File: src/hdl/mandelbrot_escape_pixel_top_defines.svh
// Assertion macros used by the top-level RTL file.
`ifndef MANDELBROT_ESCAPE_PIXEL_TOP_DEFINES_SVH
`define MANDELBROT_ESCAPE_PIXEL_TOP_DEFINES_SVH
`ifndef SYNTH
`define MEP_ASSERT_IMP(lbl, clk, rst_n, ante, cons) \
    lbl: assert property (@(posedge clk) disable iff (!(rst_n)) (ante) |-> (cons)) \
        else $error("assertion failed");
`define MEP_ASSERT_NXT(lbl, clk, rst_n, ante, cons) \
    lbl: assert property (@(posedge clk) disable iff (!(rst_n)) (ante) |=> (cons)) \
        else $error("assertion failed");
`else
`define MEP_ASSERT_IMP(lbl, clk, rst_n, ante, cons)
`define MEP_ASSERT_NXT(lbl, clk, rst_n, ante, cons)
`endif
`endif

File: src/hdl/mep_pkg.sv
`default_nettype none
package mep_pkg;

    localparam int FRAC_BITS_DEF = 28;

    localparam int ROW_W   = 14;
    localparam int DIM_W   = 15;
    localparam int ITER_W  = 16;
    localparam int SHADE_W = 8;
    localparam int DEN_W   = 16;
    localparam int NUM_W   = 17;

    localparam int APB_AW = 4;
    localparam int APB_DW = 32;

    localparam logic [DIM_W-1:0]  WIDTH_RST  = DIM_W'(1024);
    localparam logic [DIM_W-1:0]  HEIGHT_RST = DIM_W'(1024);
    localparam logic [ITER_W-1:0] MAXIT_RST  = ITER_W'(10000);

    localparam int STEP_W = 4;
    localparam logic [STEP_W-1:0] STEP_LAST = STEP_W'(11);

    typedef enum logic [1:0] {
        REG_WIDTH  = 2'd0,
        REG_HEIGHT = 2'd1,
        REG_MAXIT  = 2'd2
    } t_reg_idx;

    typedef enum logic [1:0] {
        PR_XX = 2'd0,
        PR_YY = 2'd1,
        PR_XY = 2'd2
    } t_prod;

    typedef enum logic [3:0] {
        S_IDLE,
        S_ROWMOD,
        S_COLMOD,
        S_YRATIO,
        S_XRATIO,
        S_LOOP,
        S_MUL,
        S_ACC,
        S_TEST,
        S_OUT
    } t_state;

endpackage
`default_nettype wire

File: src/hdl/mep_pix_if.sv
`default_nettype none
interface mep_pix_if;
    logic                      valid;
    logic                      ready;
    logic [mep_pkg::ROW_W-1:0] row;
    logic [mep_pkg::ROW_W-1:0] col;

    modport source (output valid, output row, output col, input ready);
    modport sink (input valid, input row, input col, output ready);
endinterface
`default_nettype wire

File: src/hdl/mep_shade_if.sv
`default_nettype none
interface mep_shade_if;
    logic                        valid;
    logic                        ready;
    logic [mep_pkg::SHADE_W-1:0] shade;

    modport source (output valid, output shade, input ready);
    modport sink (input valid, input shade, output ready);
endinterface
`default_nettype wire

File: src/hdl/mep_div.sv
`default_nettype none
module mep_div #(
    parameter int FRAC_BITS = mep_pkg::FRAC_BITS_DEF
) (
    input  wire logic                                     i_clk,
    input  wire logic                                     i_rst_n,
    input  wire logic                                     i_start,
    input  wire logic [FRAC_BITS+mep_pkg::NUM_W-1:0]      i_dividend,
    input  wire logic [mep_pkg::DEN_W-1:0]                i_divisor,
    output logic                                          o_done,
    output logic [FRAC_BITS+mep_pkg::NUM_W-1:0]           o_quot,
    output logic [mep_pkg::DEN_W-1:0]                     o_rem
);

    localparam int DW = FRAC_BITS + mep_pkg::NUM_W;
    localparam int CW = $clog2(DW + 1);

    logic                      r_busy;
    logic                      r_done;
    logic [CW-1:0]             r_cnt;
    logic [DW-1:0]             r_dvd;
    logic [DW-1:0]             r_quo;
    logic [mep_pkg::DEN_W-1:0] r_rem;
    logic [mep_pkg::DEN_W-1:0] r_den;

    logic [mep_pkg::DEN_W:0]   w_trial;
    logic                      w_ge;
    logic [mep_pkg::DEN_W:0]   w_diff;

    assign w_trial = {r_rem, r_dvd[DW-1]};
    assign w_ge    = (w_trial >= {1'b0, r_den});
    assign w_diff  = w_trial - {1'b0, r_den};

    always_ff @(posedge i_clk) begin
        if (!i_rst_n) begin
            r_busy <= 1'b0;
            r_done <= 1'b0;
            r_cnt  <= '0;
        end else begin
            r_done <= r_busy && (r_cnt == CW'(1));
            if (i_start) begin
                r_busy <= 1'b1;
                r_cnt  <= CW'(DW);
            end else if (r_busy) begin
                r_cnt <= r_cnt - CW'(1);
                if (r_cnt == CW'(1)) begin
                    r_busy <= 1'b0;
                end
            end
        end
    end

    always_ff @(posedge i_clk) begin
        if (i_start) begin
            r_dvd <= i_dividend;
            r_den <= i_divisor;
            r_quo <= '0;
            r_rem <= '0;
        end else if (r_busy) begin
            r_dvd <= {r_dvd[DW-2:0], 1'b0};
            r_quo <= {r_quo[DW-2:0], w_ge};
            r_rem <= w_ge ? w_diff[mep_pkg::DEN_W-1:0] : w_trial[mep_pkg::DEN_W-1:0];
        end
    end

    assign o_done = r_done;
    assign o_quot = r_quo;
    assign o_rem  = r_rem;

endmodule
`default_nettype wire

File: src/hdl/mandelbrot_escape_pixel_top.sv
// Channel   Dir  Payload                 Role
// i_pix     in   row[13:0], col[13:0]    pixel to shade
// o_shade   out  shade[7:0]              escape count times five, zero when above 255
// apb       in   3 registers at 0x0-0x8  width, height, iteration limit
//
// Mapping takes four serial divisions.
// Each iteration then forms its partial products on the one shared multiplier.
// A word ends when its iteration count reaches the limit or when the point escapes.
// Synchronous active-low reset restores the register defaults and idles the block.
// One word is in work at a time; input ready is low until the shade word is taken.
`default_nettype none
`include "mandelbrot_escape_pixel_top_defines.svh"
module mandelbrot_escape_pixel_top #(
    parameter int FRAC_BITS = mep_pkg::FRAC_BITS_DEF
) (
    input  wire logic                          i_clk,
    input  wire logic                          i_rst_n,
    mep_pix_if.sink                            i_pix,
    mep_shade_if.source                        o_shade,
    input  wire logic                          psel,
    input  wire logic                          penable,
    input  wire logic                          pwrite,
    input  wire logic [mep_pkg::APB_AW-1:0]    paddr,
    input  wire logic [mep_pkg::APB_DW-1:0]    pwdata,
    output logic [mep_pkg::APB_DW-1:0]         prdata,
    output logic                               pready
);

    localparam int W    = FRAC_BITS + 4;
    localparam int MAGW = FRAC_BITS + 3;
    localparam int H    = (MAGW + 1) / 2;
    localparam int MW   = 2 * H;
    localparam int AW   = 4 * H + 2;
    localparam int DW   = FRAC_BITS + mep_pkg::NUM_W;

    localparam logic [W-1:0]  X_OFF = W'(5) << (FRAC_BITS - 1);
    localparam logic [W-1:0]  Y_OFF = W'(7) << (FRAC_BITS - 2);
    localparam logic [AW-1:0] LIMIT = AW'(1) << (2 * FRAC_BITS + 2);

    mep_pkg::t_state r_state, n_state;

    logic [mep_pkg::DIM_W-1:0]  r_img_w, r_img_h;
    logic [mep_pkg::ITER_W-1:0] r_max_iter;

    logic [mep_pkg::ROW_W-1:0]  r_col_in, r_row_m, r_col_m;
    logic [mep_pkg::ROW_W-1:0]  n_col_in, n_row_m, n_col_m;
    logic [W-1:0]               r_x0, r_y0, r_x, r_y;
    logic [W-1:0]               n_x0, n_y0, n_x, n_y;
    logic [MW-1:0]              r_mx, r_my, n_mx, n_my;
    logic                       r_sd, n_sd;
    logic [mep_pkg::ITER_W-1:0] r_iter, n_iter;
    logic [mep_pkg::STEP_W-1:0] r_step, n_step;

    logic [MW-1:0]              r_pp;
    mep_pkg::t_prod             r_pp_sel;
    logic [1:0]                 r_pp_sh;
    logic                       r_pp_vld;
    logic [AW-1:0]              r_sum, r_dif, r_xy;

    logic                       w_div_start, w_div_done;
    logic [DW-1:0]              w_div_dvd, w_div_quot;
    logic [mep_pkg::DEN_W-1:0]  w_div_den, w_div_rem;

    logic [mep_pkg::DIM_W-1:0]  w_w_eff, w_h_eff;
    logic [mep_pkg::NUM_W-1:0]  w_row7, w_col7;
    logic                       w_accept, w_escape;
    logic [W-1:0]               w_ax, w_ay;
    mep_pkg::t_prod             w_sel;
    logic [MW-1:0]              w_opa, w_opb;
    logic [H-1:0]               w_ha, w_hb;
    logic [MW-1:0]              w_prod;
    logic [AW-1:0]              w_pp_ext;
    logic [18:0]                w_shade5;

    assign w_w_eff  = (r_img_w == '0) ? mep_pkg::DIM_W'(1) : r_img_w;
    assign w_h_eff  = (r_img_h == '0) ? mep_pkg::DIM_W'(1) : r_img_h;
    assign w_row7   = ({3'b0, r_row_m} << 3) - {3'b0, r_row_m};
    assign w_col7   = ({3'b0, r_col_m} << 3) - {3'b0, r_col_m};
    assign w_accept = i_pix.valid && i_pix.ready;
    assign w_escape = (r_sum > LIMIT);

    assign i_pix.ready   = (r_state == mep_pkg::S_IDLE);
    assign o_shade.valid = (r_state == mep_pkg::S_OUT);
    assign w_shade5      = ({3'b0, r_iter} << 2) + {3'b0, r_iter};
    assign o_shade.shade = (w_shade5[18:8] == '0) ? w_shade5[7:0] : '0;

    // Configuration port.
    assign pready = 1'b1;

    always_ff @(posedge i_clk) begin
        if (!i_rst_n) begin
            r_img_w    <= mep_pkg::WIDTH_RST;
            r_img_h    <= mep_pkg::HEIGHT_RST;
            r_max_iter <= mep_pkg::MAXIT_RST;
        end else if (psel && penable && pwrite) begin
            unique case (mep_pkg::t_reg_idx'(paddr[3:2]))
                mep_pkg::REG_WIDTH:  r_img_w    <= pwdata[mep_pkg::DIM_W-1:0];
                mep_pkg::REG_HEIGHT: r_img_h    <= pwdata[mep_pkg::DIM_W-1:0];
                mep_pkg::REG_MAXIT:  r_max_iter <= pwdata[mep_pkg::ITER_W-1:0];
                default: ;
            endcase
        end
    end

    always_comb begin
        unique case (mep_pkg::t_reg_idx'(paddr[3:2]))
            mep_pkg::REG_WIDTH:  prdata = mep_pkg::APB_DW'(r_img_w);
            mep_pkg::REG_HEIGHT: prdata = mep_pkg::APB_DW'(r_img_h);
            mep_pkg::REG_MAXIT:  prdata = mep_pkg::APB_DW'(r_max_iter);
            default:             prdata = '0;
        endcase
    end

    mep_div #(
        .FRAC_BITS (FRAC_BITS)
    ) u_div (
        .i_clk      (i_clk),
        .i_rst_n    (i_rst_n),
        .i_start    (w_div_start),
        .i_dividend (w_div_dvd),
        .i_divisor  (w_div_den),
        .o_done     (w_div_done),
        .o_quot     (w_div_quot),
        .o_rem      (w_div_rem)
    );

    // Shared multiplier operand selection.
    assign w_sel  = mep_pkg::t_prod'(r_step[3:2]);
    assign w_opa  = (w_sel == mep_pkg::PR_YY) ? r_my : r_mx;
    assign w_opb  = (w_sel == mep_pkg::PR_XX) ? r_mx : r_my;
    assign w_ha   = r_step[1] ? w_opa[MW-1:H] : w_opa[H-1:0];
    assign w_hb   = r_step[0] ? w_opb[MW-1:H] : w_opb[H-1:0];
    assign w_prod = w_ha * w_hb;
    assign w_ax   = r_x[W-1] ? (~r_x + W'(1)) : r_x;
    assign w_ay   = r_y[W-1] ? (~r_y + W'(1)) : r_y;

    always_comb begin
        unique case (r_pp_sh)
            2'd0:    w_pp_ext = AW'(r_pp);
            2'd1:    w_pp_ext = AW'(r_pp) << H;
            2'd2:    w_pp_ext = AW'(r_pp) << (2 * H);
            default: w_pp_ext = '0;
        endcase
    end

    // Next state.
    always_comb begin
        n_state = r_state;
        unique case (r_state)
            mep_pkg::S_IDLE:   if (w_accept)   n_state = mep_pkg::S_ROWMOD;
            mep_pkg::S_ROWMOD: if (w_div_done) n_state = mep_pkg::S_COLMOD;
            mep_pkg::S_COLMOD: if (w_div_done) n_state = mep_pkg::S_YRATIO;
            mep_pkg::S_YRATIO: if (w_div_done) n_state = mep_pkg::S_XRATIO;
            mep_pkg::S_XRATIO: if (w_div_done) n_state = mep_pkg::S_LOOP;
            mep_pkg::S_LOOP: begin
                n_state = (r_iter < r_max_iter) ? mep_pkg::S_MUL : mep_pkg::S_OUT;
            end
            mep_pkg::S_MUL:    if (r_step == mep_pkg::STEP_LAST) n_state = mep_pkg::S_ACC;
            mep_pkg::S_ACC:    n_state = mep_pkg::S_TEST;
            mep_pkg::S_TEST:   n_state = w_escape ? mep_pkg::S_OUT : mep_pkg::S_LOOP;
            mep_pkg::S_OUT:    if (o_shade.ready) n_state = mep_pkg::S_IDLE;
            default:           n_state = mep_pkg::S_IDLE;
        endcase
    end

    // Datapath control and next values.
    always_comb begin
        w_div_start = 1'b0;
        w_div_dvd   = '0;
        w_div_den   = mep_pkg::DEN_W'(w_w_eff);
        n_col_in    = r_col_in;
        n_row_m     = r_row_m;
        n_col_m     = r_col_m;
        n_x0        = r_x0;
        n_y0        = r_y0;
        n_x         = r_x;
        n_y         = r_y;
        n_mx        = r_mx;
        n_my        = r_my;
        n_sd        = r_sd;
        n_iter      = r_iter;
        n_step      = r_step;
        unique case (r_state)
            mep_pkg::S_IDLE: begin
                w_div_start = w_accept;
                w_div_dvd   = DW'(i_pix.row);
                w_div_den   = mep_pkg::DEN_W'(w_h_eff);
                if (w_accept) begin
                    n_col_in = i_pix.col;
                end
            end
            mep_pkg::S_ROWMOD: begin
                w_div_start = w_div_done;
                w_div_dvd   = DW'(r_col_in);
                w_div_den   = mep_pkg::DEN_W'(w_w_eff);
                if (w_div_done) begin
                    n_row_m = w_div_rem[mep_pkg::ROW_W-1:0];
                end
            end
            mep_pkg::S_COLMOD: begin
                w_div_start = w_div_done;
                w_div_dvd   = {w_row7, {FRAC_BITS{1'b0}}};
                w_div_den   = {w_h_eff, 1'b0};
                if (w_div_done) begin
                    n_col_m = w_div_rem[mep_pkg::ROW_W-1:0];
                end
            end
            mep_pkg::S_YRATIO: begin
                w_div_start = w_div_done;
                w_div_dvd   = {w_col7, {FRAC_BITS{1'b0}}};
                w_div_den   = {w_w_eff, 1'b0};
                if (w_div_done) begin
                    n_y0 = W'(w_div_quot[FRAC_BITS+1:0]) - Y_OFF;
                end
            end
            mep_pkg::S_XRATIO: begin
                if (w_div_done) begin
                    n_x0   = W'(w_div_quot[FRAC_BITS+1:0]) - X_OFF;
                    n_x    = '0;
                    n_y    = '0;
                    n_iter = '0;
                end
            end
            mep_pkg::S_LOOP: begin
                n_mx   = MW'(w_ax[MAGW-1:0]);
                n_my   = MW'(w_ay[MAGW-1:0]);
                n_sd   = r_x[W-1] ^ r_y[W-1];
                n_step = '0;
            end
            mep_pkg::S_MUL: begin
                n_step = r_step + mep_pkg::STEP_W'(1);
            end
            mep_pkg::S_ACC: ;
            mep_pkg::S_TEST: begin
                if (!w_escape) begin
                    n_x    = r_dif[FRAC_BITS +: W] + r_x0;
                    n_y    = r_xy[FRAC_BITS-1 +: W] + r_y0;
                    n_iter = r_iter + mep_pkg::ITER_W'(1);
                end
            end
            mep_pkg::S_OUT: ;
            default: ;
        endcase
    end

    always_ff @(posedge i_clk) begin
        if (!i_rst_n) begin
            r_state  <= mep_pkg::S_IDLE;
            r_pp_vld <= 1'b0;
            r_iter   <= '0;
            r_step   <= '0;
        end else begin
            r_state  <= n_state;
            r_pp_vld <= (r_state == mep_pkg::S_MUL);
            r_iter   <= n_iter;
            r_step   <= n_step;
        end
    end

    always_ff @(posedge i_clk) begin
        r_col_in <= n_col_in;
        r_row_m  <= n_row_m;
        r_col_m  <= n_col_m;
        r_x0     <= n_x0;
        r_y0     <= n_y0;
        r_x      <= n_x;
        r_y      <= n_y;
        r_mx     <= n_mx;
        r_my     <= n_my;
        r_sd     <= n_sd;
        r_pp     <= w_prod;
        r_pp_sel <= w_sel;
        r_pp_sh  <= {1'b0, r_step[1]} + {1'b0, r_step[0]};
    end

    // Partial products are registered and land in the cycle after they are formed.
    always_ff @(posedge i_clk) begin
        if (r_state == mep_pkg::S_LOOP) begin
            r_sum <= '0;
            r_dif <= '0;
            r_xy  <= '0;
        end else if (r_pp_vld) begin
            unique case (r_pp_sel)
                mep_pkg::PR_XX: begin
                    r_sum <= r_sum + w_pp_ext;
                    r_dif <= r_dif + w_pp_ext;
                end
                mep_pkg::PR_YY: begin
                    r_sum <= r_sum + w_pp_ext;
                    r_dif <= r_dif - w_pp_ext;
                end
                mep_pkg::PR_XY: begin
                    r_xy <= r_sd ? (r_xy - w_pp_ext) : (r_xy + w_pp_ext);
                end
                default: ;
            endcase
        end
    end

    `MEP_ASSERT_IMP(a_one_word, i_clk, i_rst_n, o_shade.valid, !i_pix.ready)
    `MEP_ASSERT_IMP(a_div_done_state, i_clk, i_rst_n, w_div_done,
        (r_state == mep_pkg::S_ROWMOD) || (r_state == mep_pkg::S_COLMOD) ||
        (r_state == mep_pkg::S_YRATIO) || (r_state == mep_pkg::S_XRATIO))
    `MEP_ASSERT_IMP(a_pp_in_mul, i_clk, i_rst_n, r_pp_vld,
        (r_state == mep_pkg::S_MUL) || (r_state == mep_pkg::S_ACC))
    `MEP_ASSERT_NXT(a_iter_step, i_clk, i_rst_n, (r_state == mep_pkg::S_TEST) && !w_escape,
        r_iter == $past(r_iter) + mep_pkg::ITER_W'(1))

endmodule
`default_nettype wire
File: src/flat_wrapper.sv
// flat-port wrapper written by rule: the top's interface ports become plain ports
module mandelbrot_escape_pixel_top_flat 
#(
    parameter int FRAC_BITS = mep_pkg::FRAC_BITS_DEF
)
  (i_clk, i_rst_n, psel, penable, pwrite, paddr, pwdata, prdata, pready, i_pix_valid, i_pix_row, i_pix_col, i_pix_ready, o_shade_valid, o_shade_shade, o_shade_ready);
  mep_pix_if i_pix_i ();
  mep_shade_if o_shade_i ();
  input  wire logic i_clk;
  input  wire logic i_rst_n;
  input  wire logic psel;
  input  wire logic penable;
  input  wire logic pwrite;
  input  wire logic [mep_pkg::APB_AW-1:0] paddr;
  input  wire logic [mep_pkg::APB_DW-1:0] pwdata;
  output logic [mep_pkg::APB_DW-1:0] prdata;
  output logic pready;
  input wire logic [$bits(i_pix_i.valid)-1:0] i_pix_valid;
  input wire logic [$bits(i_pix_i.row)-1:0] i_pix_row;
  input wire logic [$bits(i_pix_i.col)-1:0] i_pix_col;
  output wire logic [$bits(i_pix_i.ready)-1:0] i_pix_ready;
  output wire logic [$bits(o_shade_i.valid)-1:0] o_shade_valid;
  output wire logic [$bits(o_shade_i.shade)-1:0] o_shade_shade;
  input wire logic [$bits(o_shade_i.ready)-1:0] o_shade_ready;
  assign i_pix_i.valid = i_pix_valid;
  assign i_pix_i.row = i_pix_row;
  assign i_pix_i.col = i_pix_col;
  assign i_pix_ready = i_pix_i.ready;
  assign o_shade_valid = o_shade_i.valid;
  assign o_shade_shade = o_shade_i.shade;
  assign o_shade_i.ready = o_shade_ready;
  mandelbrot_escape_pixel_top #(.FRAC_BITS(FRAC_BITS)) u_core (.i_clk(i_clk), .i_rst_n(i_rst_n), .i_pix(i_pix_i), .o_shade(o_shade_i), .psel(psel), .penable(penable), .pwrite(pwrite), .paddr(paddr), .pwdata(pwdata), .prdata(prdata), .pready(pready));
endmodule
File: config.mk
export PLATFORM = sky130hd
export DESIGN_NAME = mandelbrot_escape_pixel_top_flat
export DESIGN_NICKNAME = d
export VERILOG_FILES = /design/src/hdl/mep_pkg.sv /design/src/hdl/mep_pix_if.sv /design/src/hdl/mep_shade_if.sv /design/src/hdl/mep_div.sv /design/src/hdl/mandelbrot_escape_pixel_top.sv /design/src/flat_wrapper.sv
export VERILOG_INCLUDE_DIRS = /design/src /design/src/hdl
export SDC_FILE = /design/constraint.sdc
export NUM_CORES = 2
export LEC_CHECK = 0
export BUFFER_PORTS_ARGS = -buffer_cell sky130_fd_sc_hd__buf_2
export CORE_MARGIN = 2
export CORE_UTILIZATION = 43
export CTS_CLUSTER_DIAMETER = 50
export DETAILED_ROUTE_END_ITERATION = 16
export GPL_ROUTABILITY_DRIVEN = 0
export SYNTH_ARGS = -nofsm -noshare
export SYNTH_HDL_FRONTEND = slang
export SYNTH_SLANG_ARGS = --single-unit
File: constraint.sdc
create_clock -name i_clk -period 20.5 [get_ports i_clk]
set_input_delay 1.025 -clock i_clk [delete_from_list [all_inputs] [get_ports i_clk]]
set_output_delay 1.025 -clock i_clk [all_outputs]
set_load 0.02 [all_outputs]
## Word level (Yosys, flattened, before mapping)

Cells that the tools add are included.

- Flip-flop bits (word level): 653
- Bits of input ports: 71
- Word-level logic and storage cells: 159
- Output and inout bits: 43

- Add/sub/neg operators: 19
- Reduce and logical (&&, ||, !) cells: 32
- Bitwise gates (word level): 4
- Equality and inequality tests: 26
- Mux-type cells: 43
- $mul: 1
- Order comparisons: 3

Operators with widths:

| kind | number |
|---|---|
| 66-bit by 64-bit adder with 66-bit output | 3 |
| 64-bit one-hot mux with 3 select lines | 1 |
| 45-bit one-hot mux with 4 select lines | 1 |
| 66-bit one-hot mux with 2 select lines | 1 |
| 66-bit by 64-bit subtractor with 66-bit output | 2 |
| 32-bit one-hot mux with 2 select lines | 2 |
| 31-bit 2-to-1 mux | 4 |
| 32-bit 2-to-1 mux | 3 |
| 16-bit one-hot mux with 3 select lines | 2 |
| 45-bit 2-to-1 mux | 2 |
| 16-bit 2-to-1 mux | 5 |
| 66-bit by 59-bit greater-than comparator with 1-bit output, second input constant | 1 |
| 66-bit 2-to-1 mux | 1 |
| 32-bit adder | 2 |
| 31-bit by 1-bit adder with 31-bit output, second input constant | 2 |
| 31-bit NOT | 2 |
| 4-bit one-hot mux with 10 select lines | 1 |
| 4-bit 2-to-1 mux | 9 |
| 17-bit by 14-bit subtractor with 17-bit output | 2 |
| 16-bit by 16-bit multiplier with 32-bit output | 1 |
| 16-bit one-hot mux with 2 select lines | 1 |
| 30-bit by 29-bit subtractor with 31-bit output, second input constant | 1 |
| 30-bit by 30-bit subtractor with 31-bit output, second input constant | 1 |
| 15-bit logical NOT | 2 |
| 35 further kinds | 76 |

## Longest topological paths before layout

- Word-level depth: 4
- Gate-level depth with buffers: 32
- Mapped depth without buffers: 30

## Modules after synthesis

From an unflattened synthesis, not the netlist that was laid out.

- Cells, all modules: 6,230
- Area, all modules: 53,540.1 um2

Modules (own cells, without submodules):

| module | times used | area each (um2) | seq. area each (um2) | cells an instance |
|---|---|---|---|---|
| mandelbrot_escape_pixel_top | 1 | 47,563.1 | 12,782.3 | 5,710 |
| mep_div | 1 | 5,977.0 | 3,213.1 | 520 |

## Worst setup path after synthesis

Ideal clock, no wire load.

- Kind: reg2reg
- From: register u_core.r_step[2] (netlist bit)
- To: register u_core.r_pp[31]
- Arrival time: 7,222 ps
- Path buffers: 3
- Period minus slack after synthesis: 7,294 ps
- Setup time: 72 ps
- Required time: 20,428 ps
- Slack: 13,206 ps
- Stages on the path, launching flop included: 33
- Cell sequence: dfxtp_1 > nor2b_1 > buf_1 > clkbuf_1 > nand2_1 > nand3_1 > o21a_1 > clkbuf_1 > nand2_1 > fa_1 > inv_1 > fa_1 > inv_1 > fa_1 > inv_1 > fa_1 > fa_1 > inv_1 > fa_1 > inv_1 > ha_1 > and3_1 > and3_1 > and3_1 > a21oi_1 > nand2_1 > a31oi_1 > o21ai_0 > a41oi_1 > a21oi_1 > a21o_1 > a21oi_1 > xnor2_1

- Longest elaborated chain between the ends: 4
- Elaborated cells between the ends (all ways): 7
- Classes of those cells: 1 x mul; 1 x eq/ne; 4 x mux; 1 x reduce/logical

Ends and longest elaborated chain:

| element | RTL line | source |
|---|---|---|
| start, declared | mandelbrot_escape_pixel_top.sv:52 | `logic [mep_pkg::STEP_W-1:0] r_step, n_step;` |
| start signal, assigned | mandelbrot_escape_pixel_top.sv:256 | `r_step <= n_step;` |
| 2-bit by 1-bit equality test with 1-bit output / 2-bit logical NOT (equally long branches) | mandelbrot_escape_pixel_top.sv:129, mandelbrot_escape_pixel_top.sv:130 |  |
| 31-bit 2-to-1 mux (on tied branches) | mandelbrot_escape_pixel_top.sv:129, mandelbrot_escape_pixel_top.sv:130 |  |
| 16-bit 2-to-1 mux (on tied branches) | mandelbrot_escape_pixel_top.sv:131, mandelbrot_escape_pixel_top.sv:132 |  |
| 16-bit by 16-bit multiplier with 32-bit output (*) | mandelbrot_escape_pixel_top.sv:133 | `assign w_prod = w_ha * w_hb;` |
| via u_core.w_prod[31] | mandelbrot_escape_pixel_top.sv:71 | `logic [MW-1:0] w_prod;` |
| end signal, assigned | mandelbrot_escape_pixel_top.sv:271 | `r_pp <= w_prod;` |
| end, declared | mandelbrot_escape_pixel_top.sv:54 | `logic [MW-1:0] r_pp;` |

Mark *: on every way through the listed nets, which the timed path passes. The rest lies on a longest branch.
A chain may end at the register's enable or synchronous reset.

## Final worst setup path

Same ends and word-level chain as after synthesis.

==> impl_summary.log <==
INFO  metric detailroute.via_count = ~44,000
INFO  metric area_taken_by_flip_flops_and_latches = 0.0157 sq mm
INFO  metric critical_path.reg2reg.endpoint = u_core.r_pp[31]
INFO  metric power_leakage = 24.8 nW
INFO  metric worst_clock_skew = around 0.04 ns
INFO  metric die_area = between 0.1 and 0.15 sq mm
INFO  metric syn_to_final_growth = 9.87%
INFO  metric setup_viol = 0
INFO  metric clock-root-buffer = sky130_fd_sc_hd__clkbuf_16
INFO  metric clk-insertion-delay-late = between 0.6 and 0.7 ns
INFO  metric worst_path_largest_cell_delay = about 0.97 ns
INFO  metric final-instance-count-excl-fill = 7,847
INFO  metric register_to_register_setup_slack = 11.87 ns
INFO  metric globalRouteTotalUtil = a little under a quarter
INFO  metric max_clock_freq = between 100 and 150 MHz
INFO  metric async_reset_ff_share = 0%
INFO  metric timing_worst_slew_pin_value = 1.15 ns
INFO  metric fp-row-count = about 130
INFO  metric start_util = between 40% and 50%
INFO  metric fillerInstances = roughly 12,000
INFO  metric worst-path-buf-inv = 5
INFO  metric clockBufferDepth = 3
INFO  metric tritoncts = built
INFO  metric power.combinational.fraction = between 40 and 50%
INFO  metric clk_pin_slew_worst_paths = approximately 0.050 ns
INFO  metric detail_route.first_pass.iterations = 6
INFO  metric sw_ratio = 40.7%
INFO  metric critPathTopFamily = adder cells
INFO  metric netlist_area = around 0.052 sq mm
INFO  metric post_synth_edffs = between 200 and 300
INFO  metric viasPerCell = 5.64
INFO  metric setup.worst_path.start_class = flip-flop
INFO  metric avgSynthCellArea = roughly 8.4 sq um
INFO  metric timing.setup.tns = 0 ns
INFO  metric place_area = ~0.054 sq mm
INFO  metric worst_setup_path_class = reg2reg
INFO  metric p_seq_share = about 29%
INFO  metric synth-seq-area-share = a little under a third
INFO  metric cts_inserted_buffers = between 90 and 100
INFO  metric arrival = 9.20 ns
INFO  metric placedCellCount = about 7,700
INFO  metric timing.max_slew.rel_slack = between 20% and 30%
INFO  metric drive_above_1_share = under 10%
INFO  metric r2r.worst_path.cells = 27
INFO  metric ys_types = 95
INFO  metric drc = 0
INFO  metric ir_drop = approximately 0.096 mV
INFO  metric finalCritPeriodShare = around 42%
INFO  metric worst-endpoint-required = roughly 21 ns
INFO  metric grt_pass1_vias = approximately 43,000
INFO  metric internal_power_component = 0.00375 W
INFO  metric tritoncts_num_sinks = about 640
INFO  metric crit-reg2reg-launch = u_core.r_step[2]
INFO  metric hold_violations = 0
INFO  metric cap_violations = 0
INFO  metric grt_pass1_wl = around 230,000 microns
INFO  metric rsz0062_at_grt = false
INFO  metric die_h = 353 microns
INFO  metric final_routed_wirelength_across_all_metal_layers = about 150,000 microns
INFO  metric cts_hold_buf = 0
INFO  metric core-area = 0.120 sq mm
INFO  metric synth_flop_cell = sky130_fd_sc_hd__dfxtp_1
INFO  metric worstPathMaxFanout = 20
INFO  metric final_cell_area = about 0.057 sq mm
INFO  metric net_switching_power_of_the_design = ~0.0026 W
INFO  metric antenna_left = 0
INFO  metric path_common_cell = sky130_fd_sc_hd__fa_1
INFO  metric gr-total-overflow = 0
INFO  metric yosysWarnings = 0
INFO  metric final_nets = a little under 7,000
INFO  metric cts.repair.resized = 0
INFO  metric holdCritStartpoint = u_core.r_dif[12]
INFO  metric io_buffers = 78
INFO  metric antenna_found_initial = 1
INFO  metric postSynthRegisterBits = between 600 and 700
INFO  metric die-width = around 350 microns
INFO  metric critPathCaptureType = flip-flop
INFO  metric min_path_type = reg2reg
INFO  metric io_pins = about 110
INFO  metric outcome = finished clean
INFO  metric grt_start_max_net_pins = between 100 and 150
INFO  metric holdPathEnd = u_core.r_dif[12]
INFO  metric synth_cells = a little over 6,000
INFO  metric dr.first_iter.drc_count = around 3,100
INFO  metric ctsHtreeMaxLevel = 3
INFO  metric post_drt_wl_per_cell = 18.9 microns
INFO  metric power.density = 110 mW/mm^2
INFO  metric clockPowerShare = a little over a quarter
INFO  metric dp.final_hpwl = roughly 110,000 microns
INFO  metric num_antenna_cells = 0
INFO  metric worstHoldPathCells = 2
INFO  metric finalWorstPathRequiredPeriod = ~8.6 ns
INFO  metric timing.final.max_slew_violations = 0
INFO  metric post-cts-setup-buffers = 0
INFO  metric multi_input_comb_area = 0.0339 sq mm
INFO  metric critPathSlowestCell = sky130_fd_sc_hd__nor2b_2
through the flow:
step / hold slack, ns / total power (W) / utilization [%] / setup slack [ns]
global placement: 0.443 / 0.00456 / 44.9 / 11.91
global route: 0.466 / 0.00677 / 47.7 / 11.36
CTS: 0.458 / 0.00636 / 47.7 / 11.86
detailed placement: 0.449 / 0.00459 / 44.9 / 11.89
finish: 0.456 / 0.00633 / 47.7 / 11.87
floorplan: 0.399 / 0.00383 / - / 13.21
cell usage after synthesis, drive strengths merged (13+ instances only):
cell,number,area [sq um]
a211oi,44,335
a21boi,61,458
a21o,166,1250
a21oi,535,2680
a221oi,35,307
a22o,16,140
a22oi,15,113
a31oi,54,338
a41oi,15,139
and2,87,544
and3,57,357
buf,59,327
clkbuf,231,867
dfxtp,346,6930
edfxtp,292,8770
fa,201,4020
ha,426,5330
inv,437,1640
mux2,13,146
mux2i,70,701
mux4,17,383
nand2,856,3220
nand2b,48,300
nand3,118,591
nand4,42,269
nor2,622,2350
nor2b,60,375
nor3,98,517
nor4,43,314
o2111ai,13,114
o211ai,21,158
o21a,51,383
o21ai,287,1440
o21bai,46,345
o22ai,22,138
o31a,13,115
o31ai,38,290
o41ai,14,123
or2,27,169
or3,36,225
or4,13,97.6
xnor2,300,2640
xor2,132,1160
metal layers:
metal / global-route usage (%) / vias up / share of wire (%)
li1: - / 21600 / -
met1: 29.7 / 21100 / 43
met2: 39.4 / 1231 / 47
met3: 3.12 / 291 / 5.3
met4: 10.8 / 0 / 4.8
met5: 0 / - / 0
worst max-delay path by stage:
stage / cells after the start / slack, ns / endpoint / start
after CTS: 27 / 11.86 / u_core.r_pp[31] / u_core.r_step[2]
after detailed placement: 27 / 11.89 / u_core.r_pp[31] / u_core.r_step[2]
after global routing: 27 / 11.36 / u_core.r_pp[31] / u_core.r_step[2]
after floorplan: 32 / 13.21 / u_core.r_pp[31] / u_core.r_step[2]
final: 27 / 11.87 / u_core.r_pp[31] / u_core.r_step[2]
after global placement: 27 / 11.91 / u_core.r_pp[31] / u_core.r_step[2]
worst min-delay path: stages, from the launching register on:
cell	delay [ns]
sky130_fd_sc_hd__dfxtp_1	0.31
sky130_fd_sc_hd__nand2_1	0.05
sky130_fd_sc_hd__a21oi_1	0.05
power groups by stage:
stage	Clock [W]	Combinational, W	Sequential, W
2_1_floorplan	0	0.00215	0.00168
3_3_place_gp	0	0.00271	0.00185
3_5_place_dp	0	0.00273	0.00185
4_1_cts	0.00177	0.00276	0.00183
5_1_grt	0.00182	0.00310	0.00186
6_report	0.00173	0.00275	0.00185
placed cells by master, fill, tap and decap left out, types with 37 or more instances in the layout:
cell                        count
sky130_fd_sc_hd__nor3_1        92
sky130_fd_sc_hd__dfxtp_1      345
sky130_fd_sc_hd__o31ai_1       37
sky130_fd_sc_hd__inv_1        434
sky130_fd_sc_hd__edfxtp_1     292
sky130_fd_sc_hd__mux2i_1       70
sky130_fd_sc_hd__buf_4         47
sky130_fd_sc_hd__ha_1         426
sky130_fd_sc_hd__and2_1        87
sky130_fd_sc_hd__nand2_1      854
sky130_fd_sc_hd__nand3_1      118
sky130_fd_sc_hd__a21boi_0      61
sky130_fd_sc_hd__a31oi_1       54
sky130_fd_sc_hd__a211oi_1      43
sky130_fd_sc_hd__buf_2         78
sky130_fd_sc_hd__xnor2_1      299
sky130_fd_sc_hd__and3_1        57
sky130_fd_sc_hd__a21oi_1      533
sky130_fd_sc_hd__nor4_1        40
sky130_fd_sc_hd__a21o_1       166
sky130_fd_sc_hd__clkbuf_16    102
sky130_fd_sc_hd__nor2_1       613
sky130_fd_sc_hd__o21bai_1      46
sky130_fd_sc_hd__fa_1         201
sky130_fd_sc_hd__nor2b_1       56
sky130_fd_sc_hd__nand2b_1      45
sky130_fd_sc_hd__o21ai_0      262
sky130_fd_sc_hd__xor2_1       132
sky130_fd_sc_hd__o21a_1        51
sky130_fd_sc_hd__nand4_1       41
final cells by class:
cell class,instances,area share [%]
Inverter,437,2.87
Clock inverter,62,1.29
Tap cell,1612,3.51
Clock buffer,119,4.71
Timing Repair Buffer,125,1.29
Multi-Input combinational cell,4854,59.0
Sequential cell,638,27.3
cells by family (layout without fill, tap and decap cells):
| kind of cell | after synthesis | count (layout) | share of synthesized area (%) |
|---|---|---|---|
| flip-flops | 638 | 638 | 30.0 |
| AO/OA/AOI/OAI | 1526 | 1526 | 18.4 |
| AND/OR/NAND/NOR | 2152 | 2152 | 18.6 |
| XOR/XNOR | 432 | 432 | 7.26 |
| adder cells (fa/ha/maj) | 627 | 627 | 17.9 |
| multiplexers | 100 | 100 | 2.35 |
| other | 2 | 17 | 0.0144 |
| buffers and inverters | 727 | 743 | 5.42 |
sequential cells by signal (all words and copies together), names as in the netlist, 30 cells and up:
signal	flops
u_core.u_div.o_quot	30
u_core.r_xy	59
u_core.r_dif	60
u_core.r_y0	31
u_core.r_my	31
u_core.r_mx	31
u_core.r_y	32
u_core.r_x	32
u_core.r_x0	31
u_core.u_div.r_dvd	45
u_core.r_pp	32
u_core.r_sum	66
No activity file was read; power rests on OpenSTA's default activity.
